## config.mk

```make
export PLATFORM = sky130hd
export DESIGN_NAME = weighted_age_histogram_interval_top
export DESIGN_NICKNAME = d
export VERILOG_FILES = /design/src/design/wahi_pkg.sv /design/src/design/wahi_ctrl.sv /design/src/design/wahi_dp.sv /design/src/design/weighted_age_histogram_interval_top.sv
export SDC_FILE = /design/constraint.sdc
export NUM_CORES = 2
export LEC_CHECK = 0
export BUFFER_PORTS_ARGS = -buffer_cell sky130_fd_sc_hd__buf_2
export CORE_ASPECT_RATIO = 0.5
export CORE_MARGIN = 2
export CORE_UTILIZATION = 40
export CTS_CLUSTER_SIZE = 14
export DETAILED_ROUTE_END_ITERATION = 12
export SLEW_MARGIN = 20
export SYNTH_ARGS = -nofsm -noshare
export SYNTH_HDL_FRONTEND = slang
export SYNTH_SLANG_ARGS = --single-unit
```

## constraint.sdc

```tcl
create_clock -name clk -period 6.8 [get_ports clk]
set_clock_uncertainty 0.15 [all_clocks]
set_input_delay 1.36 -clock clk [delete_from_list [all_inputs] [get_ports clk]]
set_output_delay 1.36 -clock clk [all_outputs]
set_load 0.1 [all_outputs]
```

## src/design/wahi_pkg.sv

```systemverilog
// shared types, constants and functions of the weighted age histogram block
package wahi_pkg;

    localparam int MAX_BINS  = 16;
    localparam int NUM_EDGES = MAX_BINS - 1;
    localparam int BIN_W     = $clog2(MAX_BINS);
    localparam int EDGE_W    = 20;
    localparam int AGE_W     = 20;
    localparam int WEIGHT_W  = 16;
    localparam int TICK_W    = 16;
    localparam int ACC_W     = 32;
    localparam int TIME_W    = 24;
    localparam int NBINS_W   = 5;
    localparam int EIDX_W    = 4;
    localparam int IN_DATA_W  = 80;
    localparam int OUT_DATA_W = 40;
    localparam int PADDR_W   = 3;

    localparam logic [TIME_W-1:0]  INTERVAL_RESET = 24'd93440;
    localparam logic [NBINS_W-1:0] NBINS_RESET    = 5'd10;
    localparam int                 HALF_YEAR_Q4   = 2920;

    localparam logic [PADDR_W-1:0] ADDR_INTERVAL = 3'd0;
    localparam logic [PADDR_W-1:0] ADDR_NBINS    = 3'd4;

    typedef enum logic [1:0] {
        OP_LOAD  = 2'd0,
        OP_EVENT = 2'd1,
        OP_TICK  = 2'd2,
        OP_FLUSH = 2'd3
    } op_t;

    typedef struct packed {
        logic capture;
        logic edge_wr;
        logic find_bin;
        logic acc_wr;
        logic time_upd;
        logic emit_load;
        logic clear;
    } ctrl_cmd_t;

    typedef struct packed {
        op_t  opcode;
        logic new_infection;
        logic time_nonzero;
        logic time_reached;
        logic emit_last;
        logic out_free;
    } dp_status_t;

    function automatic logic [EDGE_W-1:0] edge_reset(input int i);
        edge_reset = EDGE_W'((i + 1) * HALF_YEAR_Q4);
    endfunction

endpackage

```

## src/design/wahi_ctrl.sv

```systemverilog
// controller state machine sequencing each request through the datapath
module wahi_ctrl (
    input  logic                  clk,
    input  logic                  rst_n,
    input  logic                  s_tvalid,
    output logic                  s_tready,
    input  wahi_pkg::dp_status_t  sts,
    output wahi_pkg::ctrl_cmd_t   cmd
);

    typedef enum logic [4:0] {
        ST_IDLE  = 5'b00001,
        ST_EXEC  = 5'b00010,
        ST_ADD   = 5'b00100,
        ST_CHECK = 5'b01000,
        ST_EMIT  = 5'b10000
    } state_t;

    state_t state_reg, state_next;

    always_ff @(posedge clk or negedge rst_n)
    begin
        if (!rst_n)
        begin
            state_reg <= ST_IDLE;
        end
        else
        begin
            state_reg <= state_next;
        end
    end

    assign s_tready = (state_reg == ST_IDLE);

    always_comb
    begin
        state_next = state_reg;
        cmd        = '0;
        case (state_reg)
            ST_IDLE:
            begin
                if (s_tvalid)
                begin
                    cmd.capture = 1'b1;
                    state_next  = ST_EXEC;
                end
            end
            ST_EXEC:
            begin
                case (sts.opcode)
                    wahi_pkg::OP_LOAD:
                    begin
                        cmd.edge_wr = 1'b1;
                        state_next  = ST_IDLE;
                    end
                    wahi_pkg::OP_EVENT:
                    begin
                        if (sts.new_infection)
                        begin
                            cmd.find_bin = 1'b1;
                            state_next   = ST_ADD;
                        end
                        else
                        begin
                            state_next = ST_IDLE;
                        end
                    end
                    wahi_pkg::OP_TICK:
                    begin
                        cmd.time_upd = 1'b1;
                        state_next   = ST_CHECK;
                    end
                    wahi_pkg::OP_FLUSH:
                    begin
                        state_next = sts.time_nonzero ? ST_EMIT : ST_IDLE;
                    end
                    default:
                    begin
                        state_next = ST_IDLE;
                    end
                endcase
            end
            ST_ADD:
            begin
                cmd.acc_wr = 1'b1;
                state_next = ST_IDLE;
            end
            ST_CHECK:
            begin
                state_next = sts.time_reached ? ST_EMIT : ST_IDLE;
            end
            ST_EMIT:
            begin
                if (sts.out_free)
                begin
                    cmd.emit_load = 1'b1;
                    if (sts.emit_last)
                    begin
                        cmd.clear  = 1'b1;
                        state_next = ST_IDLE;
                    end
                end
            end
            default:
            begin
                state_next = ST_IDLE;
            end
        endcase
    end

    a_clear_on_last: assert property (@(posedge clk) disable iff (!rst_n)
        cmd.clear |-> (cmd.emit_load && sts.emit_last))
        else $error("counts cleared away from the last bin");

    a_emit_needs_slot: assert property (@(posedge clk) disable iff (!rst_n)
        cmd.emit_load |-> sts.out_free)
        else $error("bin loaded while output register occupied");

    a_accept_exec: assert property (@(posedge clk) disable iff (!rst_n)
        (s_tvalid && s_tready) |=> (state_reg == ST_EXEC))
        else $error("accepted request not executed next");

    a_add_after_find: assert property (@(posedge clk) disable iff (!rst_n)
        cmd.find_bin |=> cmd.acc_wr)
        else $error("bin search not followed by accumulate");

endmodule

```

## src/design/wahi_dp.sv

```systemverilog
// datapath: config registers, bin edges, accumulators, elapsed time, output register
module wahi_dp (
    input  logic                                  clk,
    input  logic                                  rst_n,
    input  wahi_pkg::ctrl_cmd_t                   cmd,
    output wahi_pkg::dp_status_t                  sts,
    input  logic [1:0]                            in_opcode,
    input  logic [wahi_pkg::IN_DATA_W-1:0]        in_data,
    output logic                                  m_tvalid,
    input  logic                                  m_tready,
    output logic [wahi_pkg::OUT_DATA_W-1:0]       m_tdata,
    output logic                                  m_tlast,
    input  logic                                  cfg_we,
    input  logic [wahi_pkg::PADDR_W-1:0]          cfg_addr,
    input  logic [31:0]                           cfg_wdata,
    output logic [31:0]                           cfg_rdata
);

    localparam int BW = wahi_pkg::BIN_W;

    logic [wahi_pkg::TIME_W-1:0]   interval_reg;
    logic [wahi_pkg::NBINS_W-1:0]  nbins_reg;

    wahi_pkg::op_t                 op_reg;
    logic [wahi_pkg::EIDX_W-1:0]   eidx_reg;
    logic [wahi_pkg::EDGE_W-1:0]   edays_reg;
    logic                          newinf_reg;
    logic [wahi_pkg::AGE_W-1:0]    age_reg;
    logic [wahi_pkg::WEIGHT_W-1:0] weight_reg;
    logic [wahi_pkg::TICK_W-1:0]   tick_reg;

    logic [wahi_pkg::EDGE_W-1:0]   edge_reg [wahi_pkg::NUM_EDGES];
    logic [wahi_pkg::ACC_W-1:0]    acc_reg  [wahi_pkg::MAX_BINS];
    logic [wahi_pkg::TIME_W-1:0]   elapsed_reg;
    logic [BW-1:0]                 bin_reg;
    logic [BW-1:0]                 k_reg;

    logic                          ovalid_reg;
    logic [BW-1:0]                 oidx_reg;
    logic [wahi_pkg::ACC_W-1:0]    ocount_reg;
    logic                          olast_reg;

    logic [wahi_pkg::NBINS_W-1:0]  n_used;
    logic [BW-1:0]                 last_idx;
    logic [BW-1:0]                 found;
    logic [BW-1:0]                 rd_idx;
    logic [wahi_pkg::ACC_W-1:0]    rd_data;
    logic [wahi_pkg::ACC_W:0]      acc_sum;
    logic [wahi_pkg::ACC_W-1:0]    acc_next;
    logic [wahi_pkg::TIME_W:0]     time_sum;
    logic [wahi_pkg::TIME_W-1:0]   time_next;

    // bin count clamped to 1..MAX_BINS
    always_comb
    begin
        if (nbins_reg == '0)
        begin
            n_used = wahi_pkg::NBINS_W'(1);
        end
        else if (nbins_reg > wahi_pkg::NBINS_W'(wahi_pkg::MAX_BINS))
        begin
            n_used = wahi_pkg::NBINS_W'(wahi_pkg::MAX_BINS);
        end
        else
        begin
            n_used = nbins_reg;
        end
    end

    assign last_idx = BW'(n_used - wahi_pkg::NBINS_W'(1));

    // first used edge at or above the age, else catch-all bin
    always_comb
    begin
        found = last_idx;
        for (int i = wahi_pkg::NUM_EDGES - 1; i >= 0; i--)
        begin
            if ((wahi_pkg::NBINS_W'(i + 1) < n_used) && (edge_reg[i] >= age_reg))
            begin
                found = BW'(i);
            end
        end
    end

    assign rd_idx  = cmd.emit_load ? k_reg : bin_reg;
    assign rd_data = acc_reg[rd_idx];

    assign acc_sum  = {1'b0, rd_data} + (wahi_pkg::ACC_W + 1)'(weight_reg);
    assign acc_next = acc_sum[wahi_pkg::ACC_W] ? '1 : acc_sum[wahi_pkg::ACC_W-1:0];

    assign time_sum  = {1'b0, elapsed_reg} + (wahi_pkg::TIME_W + 1)'(tick_reg);
    assign time_next = time_sum[wahi_pkg::TIME_W] ? '1 : time_sum[wahi_pkg::TIME_W-1:0];

    // config registers
    always_ff @(posedge clk or negedge rst_n)
    begin
        if (!rst_n)
        begin
            interval_reg <= wahi_pkg::INTERVAL_RESET;
            nbins_reg    <= wahi_pkg::NBINS_RESET;
        end
        else if (cfg_we)
        begin
            if (cfg_addr[2] == wahi_pkg::ADDR_INTERVAL[2])
            begin
                interval_reg <= cfg_wdata[wahi_pkg::TIME_W-1:0];
            end
            else
            begin
                nbins_reg <= cfg_wdata[wahi_pkg::NBINS_W-1:0];
            end
        end
    end

    always_comb
    begin
        if (cfg_addr[2] == wahi_pkg::ADDR_NBINS[2])
        begin
            cfg_rdata = 32'(nbins_reg);
        end
        else
        begin
            cfg_rdata = 32'(interval_reg);
        end
    end

    // captured request
    always_ff @(posedge clk)
    begin
        if (cmd.capture)
        begin
            op_reg     <= wahi_pkg::op_t'(in_opcode);
            eidx_reg   <= in_data[3:0];
            edays_reg  <= in_data[23:4];
            newinf_reg <= in_data[24];
            age_reg    <= in_data[44:25];
            weight_reg <= in_data[60:45];
            tick_reg   <= in_data[76:61];
        end
        if (cmd.find_bin)
        begin
            bin_reg <= found;
        end
    end

    // bin edges
    always_ff @(posedge clk or negedge rst_n)
    begin
        if (!rst_n)
        begin
            for (int i = 0; i < wahi_pkg::NUM_EDGES; i++)
            begin
                edge_reg[i] <= wahi_pkg::edge_reset(i);
            end
        end
        else if (cmd.edge_wr)
        begin
            for (int i = 0; i < wahi_pkg::NUM_EDGES; i++)
            begin
                if (eidx_reg == wahi_pkg::EIDX_W'(i))
                begin
                    edge_reg[i] <= edays_reg;
                end
            end
        end
    end

    // accumulators, elapsed time and report counter
    always_ff @(posedge clk or negedge rst_n)
    begin
        if (!rst_n)
        begin
            for (int i = 0; i < wahi_pkg::MAX_BINS; i++)
            begin
                acc_reg[i] <= '0;
            end
            elapsed_reg <= '0;
            k_reg       <= '0;
        end
        else
        begin
            if (cmd.clear)
            begin
                for (int i = 0; i < wahi_pkg::MAX_BINS; i++)
                begin
                    acc_reg[i] <= '0;
                end
                elapsed_reg <= '0;
                k_reg       <= '0;
            end
            else
            begin
                if (cmd.acc_wr)
                begin
                    acc_reg[bin_reg] <= acc_next;
                end
                if (cmd.time_upd)
                begin
                    elapsed_reg <= time_next;
                end
                if (cmd.emit_load)
                begin
                    k_reg <= k_reg + BW'(1);
                end
            end
        end
    end

    // output register
    always_ff @(posedge clk or negedge rst_n)
    begin
        if (!rst_n)
        begin
            ovalid_reg <= 1'b0;
        end
        else if (cmd.emit_load)
        begin
            ovalid_reg <= 1'b1;
        end
        else if (m_tready)
        begin
            ovalid_reg <= 1'b0;
        end
    end

    always_ff @(posedge clk)
    begin
        if (cmd.emit_load)
        begin
            oidx_reg   <= k_reg;
            ocount_reg <= rd_data;
            olast_reg  <= (k_reg == last_idx);
        end
    end

    assign m_tvalid = ovalid_reg;
    assign m_tdata  = wahi_pkg::OUT_DATA_W'({ocount_reg, 4'(oidx_reg)});
    assign m_tlast  = olast_reg;

    assign sts.opcode        = op_reg;
    assign sts.new_infection = newinf_reg;
    assign sts.time_nonzero  = (elapsed_reg != '0);
    assign sts.time_reached  = (elapsed_reg >= interval_reg);
    assign sts.emit_last     = (k_reg == last_idx);
    assign sts.out_free      = !ovalid_reg || m_tready;

endmodule

```

## src/design/weighted_age_histogram_interval_top.sv

```systemverilog
// top level of the weighted age histogram with programmable bin edges
//
// requests enter on the s_ stream: tuser is the opcode (load edge, event,
// tick, flush), tdata the operands. results leave on the m_ stream, one per
// reported bin, tlast on the final bin of a report run.
// the APB port sets the report interval (address 0) and the number of bins
// in use (address 4); write it only while the block is idle.
// one request is worked at a time. s_tready is high while the sequencer is
// idle; an edge load, an ignored event or a flush with no elapsed time
// returns to idle after the execute state, an event runs the bin search
// then the accumulate state, and a tick updates the elapsed time then
// checks it; a tick or flush that reports then loads one bin a cycle into
// the single output register while it is free.
// a reporting tick runs execute, check, then emit, which loads its first result.
// when the receiver stalls the report waits in the output register and the
// sequencer holds; a new request is taken as soon as the last bin is loaded.
// reset restores the default edges (half-year steps), clears the counts and
// the elapsed time and sets the interval to INTERVAL_RESET with ten bins.
module weighted_age_histogram_interval_top (
    input  logic                              clk,
    input  logic                              rst_n,
    input  logic                              s_tvalid,
    output logic                              s_tready,
    // edge_index, edge_days, new_infection, age_days, weight, tick_days
    input  logic [wahi_pkg::IN_DATA_W-1:0]    s_tdata,
    // opcode
    input  logic [1:0]                        s_tuser,
    output logic                              m_tvalid,
    input  logic                              m_tready,
    // bin_index, bin_count
    output logic [wahi_pkg::OUT_DATA_W-1:0]   m_tdata,
    output logic                              m_tlast,
    input  logic                              psel,
    input  logic                              penable,
    input  logic                              pwrite,
    input  logic [wahi_pkg::PADDR_W-1:0]      paddr,
    input  logic [31:0]                       pwdata,
    output logic [31:0]                       prdata,
    output logic                              pready
);

    wahi_pkg::ctrl_cmd_t  cmd;
    wahi_pkg::dp_status_t sts;
    logic                 cfg_we;

    assign pready = 1'b1;
    assign cfg_we = psel && penable && pwrite;

    wahi_ctrl u_ctrl (
        .clk      (clk),
        .rst_n    (rst_n),
        .s_tvalid (s_tvalid),
        .s_tready (s_tready),
        .sts      (sts),
        .cmd      (cmd)
    );

    wahi_dp u_dp (
        .clk       (clk),
        .rst_n     (rst_n),
        .cmd       (cmd),
        .sts       (sts),
        .in_opcode (s_tuser),
        .in_data   (s_tdata),
        .m_tvalid  (m_tvalid),
        .m_tready  (m_tready),
        .m_tdata   (m_tdata),
        .m_tlast   (m_tlast),
        .cfg_we    (cfg_we),
        .cfg_addr  (paddr),
        .cfg_wdata (pwdata),
        .cfg_rdata (prdata)
    );

endmodule
```

# After elaboration in Yosys (flattened, before gate mapping)
# Index checks and enable logic that the tools add are counted.
# Widths: inputs -> output; s select.
# totals
ff_bits,995
latch_bits,0
ram_bits,0
mem_bits_ro,0
elab_cells,222
memories,0
# classes
addsub,4
multipliers,0
div_mod_pow,0
n_lt_le_gt_ge,35
n_eq_ne,26
shifts,0
mux,54
n_bitwise,3
n_reduce_logical,49
# op_table
operator,n
$mux 512,2
$bwmux 512,1
$ge 20x20->1,15
$bmux 32 s4,1
$demux 32 s4,1
$mux 32,4
$mux 24,4
$lt 4x5->1 const A,8
$mux 4,10
$pmux 5 s4,2
$mux 5,7
$reduce_and 2->1,17
$add 32x16->33,1
$eq 4x4->1 const B,7
$add 24x16->25,1
$ge 24x24->1,1
$reduce_bool 24->1,1
$lt 3x5->1 const A,4
$logic_and 1x1->1,18
$eq 4x3->1 const B,4
$mux 3,5
$mux 1,12
$ge 5x5->1 const B,2
$lt 2x5->1 const A,2
other kinds (29),41

# Depth between registers and ports, before layout
# logic_depth
word_depth,19
ltp_mapped,31
ltp_nobuf,22

# Modules after synthesis
# Synthesis repeated with hierarchy kept, for this count alone.
# hier_totals
hier_cells,4203
area_unflattened_um2,49213.4
# by_module_without_submodules
module,instances,cells_each,area_each_um2,seq_area_each_um2
wahi_dp,1,4159,48849.4,25504.5
wahi_ctrl,1,41,346.6,126.4
weighted_age_histogram_interval_top,1,3,17.5,0.0

# Worst setup path before layout
# OpenSTA, ideal clock, no wires.
# synth_path
path_type,input port to flip-flop
start,in m_tready
end,reg u_dp.acc_reg[305] in the netlist's numbering
setup_time_ns,0.077
arrival_ns,6.819
required_time_ns,6.573
slack_ns,-0.246
cell_stages,30
path_buffers,9
cell_sequence,nand2b_1 nand4_2 and2_1 buf_2 buf_2 buf_2 clkbuf_1 buf_1 buf_1 nand2_1 a311oi_1 a31oi_1 a21oi_1 ha_1 inv_1 fa_1 nand2b_1 a21oi_1 o31ai_1 a21oi_1 o21ai_0 a21oi_1 nand2_1 nor4_4 and2_1 buf_4 buf_6 nor2_4 buf_4 o21ai_1
# synth_via
elab_chain_len,13
elab_cells_between_ends,14
classes_between,add/sub: 1; mux: 10; bitwise: 1; reduce/logical: 2
# synth_lines
item,line,text
start: declaration,weighted_age_histogram_interval_top.sv:29,"input logic m_tready,"
$logic_or 1x1->1,wahi_dp.sv:245,assign sts.out_free = !ovalid_reg || m_tready;
$mux 2,wahi_ctrl.sv:94,if (sts.out_free)
$mux 2,wahi_ctrl.sv:39,case (state_reg)
$mux 4,wahi_dp.sv:85,assign rd_idx = cmd.emit_load ? k_reg : bin_reg;
$not 4->5 (not written as such),wahi_dp.sv:86,assign rd_data = acc_reg[rd_idx];
$bmux 32 s4,wahi_dp.sv:86,
$mux 32 (not written as such) (2 in a row),wahi_dp.sv:86,
"named net u_dp.rd_data, one bit",wahi_dp.sv:47,logic [wahi_pkg::ACC_W-1:0] rd_data;
$add 32x16->33,wahi_dp.sv:88,"assign acc_sum = {1'b0, rd_data} + (wahi_pkg::ACC_W + 1)'(weight_reg);"
$mux 32,wahi_dp.sv:89,assign acc_next = acc_sum[wahi_pkg::ACC_W] ? '1 : acc_sum[wahi_pkg::ACC_W-1:0];
$bwmux 512,wahi_dp.sv:195,acc_reg[bin_reg] <= acc_next;
$mux 512,wahi_dp.sv:193,if (cmd.acc_wr)
$mux 512,wahi_dp.sv:182,if (cmd.clear)
end signal: indexed assignment,wahi_dp.sv:195,
end: declaration,wahi_dp.sv:33,logic [wahi_pkg::ACC_W-1:0] acc_reg [wahi_pkg::MAX_BINS];
# The timed path passes the listed nets, and every way through them passes these cells. The select of a mux whose other input is x is not followed.
# A chain may end at the register's enable or synchronous reset.

# Worst setup path in the final report
# layout_path
start,reg u_ctrl.state_reg[1]
end,reg u_dp.acc_reg[394] in the netlist's numbering
# layout_via
elab_chain_len,12
elab_cells_between_ends,15
classes_between,add/sub: 1; eq/ne: 2; mux: 10; bitwise: 1; reduce/logical: 1
# layout_lines
item,line,text
start: declaration,wahi_ctrl.sv:19,"state_t state_reg, state_next;"
start signal: assignment,wahi_ctrl.sv:29,state_reg <= state_next;
$eq 5x5->1,wahi_ctrl.sv:39,
$mux 2,wahi_ctrl.sv:39,
$mux 4,wahi_dp.sv:85,
$not 4->5 (not written as such),wahi_dp.sv:86,
$bmux 32 s4,wahi_dp.sv:86,
$mux 32 (not written as such) (2 in a row),wahi_dp.sv:86,
"named net u_dp.rd_data, one bit",wahi_dp.sv:47,
$add 32x16->33,wahi_dp.sv:88,
$mux 32,wahi_dp.sv:89,
$bwmux 512,wahi_dp.sv:195,
$mux 512,wahi_dp.sv:193,
$mux 512,wahi_dp.sv:182,
# The timed path passes the listed nets, and every way through them passes these cells. The select of a mux whose other input is x is not followed.

==> key figures <==
Clocking
  – Clk slew on worst S/H paths: 60 ps
  – CTS buffer count: 95
  – CTS tree: done
  – CTS Hold Buffers Added: 0
  – Clk buf depth: 3
  – Clk sinks: 995
  – Root buf cell: clkbuf_16
  – CTS HTree Levels: 3
  – Clk_lat worst skew: 710 ps

Die
  – Core Region: 129,000 sq um
  – Row count: 93
  – Initial Utilization: 40.5%
  – Die width: 516 microns
  – Full die area: 134,000 sq um
  – I/O pin cnt: 200
  – Die outline height: 260 microns

Synthesis
  – Main synth FF type: dfrtp_1
  – Yosys warns: 0
  – Post-synth ARST share: 87.9%
  – Cell count after synthesis: 5,120
  – Sequential fraction of the synthesis area: 48.9%
  – Most frequent cell after synthesis: dfrtp_1
  – Top post-synthesis cells by area: dfrtp_1 37%, ha_1 8.6%, mux2_2 7.1%
  – Syn avg cell area: 10.2 sq um
  – Post-synth EDFFs: 120
  – Yosys reg bits: 995
  – Post-Syn Area: 52,400 sq um
  – Synth top cells by count: 770 x dfrtp_1, 627 x nand3_1, 452 x nand2_1
  – Unique masters post-synth: 98
  – Synth area leader: dfrtp_1
  – Share of the synthesized area in the top cell type: 36.8%

Timing
  – Minimum clock period: 6400 ps
  – Endpoints failing hold: 0
  – Setup violators final: 0
  – Fin. max-slew vios: 0
  – F_max: 156 MHz
  – RSZ-0062 raised after global routing: no
  – Final period util: 94.1%
  – Slew of the pin with the lowest slew margin: 1170 ps
  – Slew margin rel.: 21.1%

Drt
  – WL met1: 67,300 microns
  – Met3 WL post-DR: 7690 microns
  – Length of the first detailed-routing pass in iterations: 8
  – DR DRC count: 0
  – Via count: 40,400
  – Avg Vias per Cell: 5.77
  – DRT antenna net count: 0
  – DR iter-0 viols: 3,422
  – WL/cell: 21.4 microns
  – Max Used Layer: met4
  – Post-Route WL: 150,000 microns
  – Met2 wire len: 71,100 microns

Placed design
  – Port Buffers: 173
  – Detail Placement HPWL: 95,000 microns
  – Routability Congestion: 0.854
  – Placed insts: 6,818
  – Post-DP Area: 55,500 sq um

Critical path
  – CP Class: reg -> reg
  – RR Endpoint: u_dp.acc_reg[394]
  – R2r setup slk: 400 ps
  – CP startpoint: u_ctrl.state_reg[1]
  – Worst reg2reg path depth: 24
  – WP data arrival: 6840 ps
  – CP Data Required Time: 7250 ps
  – Crit end category: flop
  – Worst setup path end: u_dp.acc_reg[394]
  – Setup crit start kind: flop
  – FF-to-FF Start: u_ctrl.state_reg[1]
  – Critical Path Fanout Max: 25

Layout
  – Nets: 5,643
  – Max FFs per register: 512
  – Final instance area: 58,600 sq um
  – Fill count: 12,100
  – Non-Filler Instances: 6,999
  – Share of cells above drive strength 1: 19.2%
  – Area growth syn-to-layout: 11.9%

Global route
  – GRT Overall Usage: 22.2%
  – Initial antenna violation count: 5
  – Vias in the first global route: 40,300
  – Grt total ovfl: 0
  – Pin count of the biggest net entering global routing: 187
  – Global-route wire length before repair: 235,000 microns

Pwr
  – Combinational Power Share: 24.5%
  – PwrDens: 291 nW/um^2
  – Net Sw Power: 5.70 mW
  – Peak supply drop: 226 uV
  – Design Power: 17.0 mW
  – Switching Share: 33.4%
  – Seq pwr share: 43.8%
  – Pint: 11.3 mW
  – LEAKAGE: 26.7 nW
  – Clock power share: 31.8%

Status
  – Outcome: complete, no violations

Worst hold path
  – Path category of the worst min-delay check: reg -> reg

Run
  – Max cap viols: 0
## layout make-up
class	instances	area (sq um)	area share (%)
antenna	4	10.0	0.0171
clock buffer	141	2760	4.71
clock inverter	35	305	0.521
inverter	86	325	0.555
multi-input combinational	3647	25000	42.6
sequential	995	25600	43.7
tap	1757	2200	3.75
timing repair buffer	334	2420	4.12
## routing by layer
layer	track usage, %	vias to the layer above
li1	-	18800
met1	30.3	20200
met2	36.8	1167
met3	3.24	255
met4	6.28	0
met5	0	-
## placed cells by master (no fill, tap or decap), types with 16 or more instances in the layout
cell type	synthesis	routed
inv_1	83	83
nand3_1	627	626
mux2i_1	89	87
edfxtp_1	120	120
nor2_1	116	108
nand4_1	24	24
and3_1	48	48
xor2_1	16	16
buf_2	27	172
dfstp_2	105	105
a311oi_1	54	54
nor2_4	19	27
a31oi_1	50	50
o21ai_1	213	213
a21o_1	76	76
nand2_2	1	17
nor2b_1	34	34
a21oi_1	236	236
clkinv_2	0	16
buf_12	0	26
xnor2_1	18	18
o21ai_0	428	428
dfrtp_1	770	768
a2111oi_0	26	25
o21a_1	28	28
o22ai_1	33	33
clkbuf_1	316	28
ha_1	358	358
mux2_2	329	329
buf_4	24	134
a211oi_1	36	36
clkbuf_16	0	98
nand2_1	452	434
nand2b_1	48	48
nor3_1	49	46
## how the worst min path moves through the flow
stage,cells past startpoint,to,slack (ps),startpoint
after floorplan,0,u_dp.oidx_reg[3],300,u_dp.k_reg[3]
after global placement,2,u_dp.acc_reg[56],330,u_dp.acc_reg[56]
after detailed placement,2,u_dp.acc_reg[24],330,u_dp.acc_reg[24]
after CTS,2,u_dp.acc_reg[24],350,u_dp.acc_reg[24]
after global routing,1,u_dp.interval_reg[12],370,u_dp.interval_reg[12]
final,2,u_dp.acc_reg[441],350,u_dp.acc_reg[441]
## logic make-up after synthesis
kind of cell,synth area share [%]
simple gates,14.4
xor+xnor,0.569
mux,8.92
flops,48.9
other cells,0.0143
compound gates,14.7
fa+ha+maj,8.63
buf+inv,3.86
## power by group through the flow
stage | clock, mW | combinational [mW] | sequential [mW]
6_report | 5.41 | 4.17 | 7.46
5_1_grt | 5.80 | 4.67 | 7.54
4_1_cts | 5.55 | 4.18 | 7.45
3_5_place_dp | 0 | 4.15 | 7.55
3_3_place_gp | 0 | 4.00 | 7.51
2_1_floorplan | 0 | 3.01 | 7.26
## repair_timing
action / in CTS / in global routing
gates resized for setup: 0 / 3
setup endpoints to repair: 0 / 4
buffers inserted: 0 / 0
## stage by stage
step	hold slack (ps)	utilization (%)	worst slack, ps	setup TNS (ps)
3_3_place_gp	325	42.9	36.9	0
5_1_grt	369	45.3	105	0
3_5_place_dp	335	42.9	-41.6	-214
2_1_floorplan	295	-	39.2	0
6_report	350	45.3	404	0
4_1_cts	349	45.3	447	0
## worst max-delay path, stage by stage (launching register included)
cell      delay [ps]
dfrtp_1          460
or4b_4           680
o31ai_4          390
and2_4           270
buf_12           190
nand2_1           70
a311oi_1         300
a31oi_1           90
a21oi_1          200
buf_4            160
ha_1             190
inv_1             60
fa_1             400
nand2b_1         180
a21oi_1          200
o31ai_1          140
a21oi_1          200
o21ai_0          200
a21oi_1          370
nand2_1          180
nor4_4           290
and2_2           260
buf_12           220
nor2_4           140
o21ai_0          210
No activity file was read; power rests on OpenSTA's default activity.
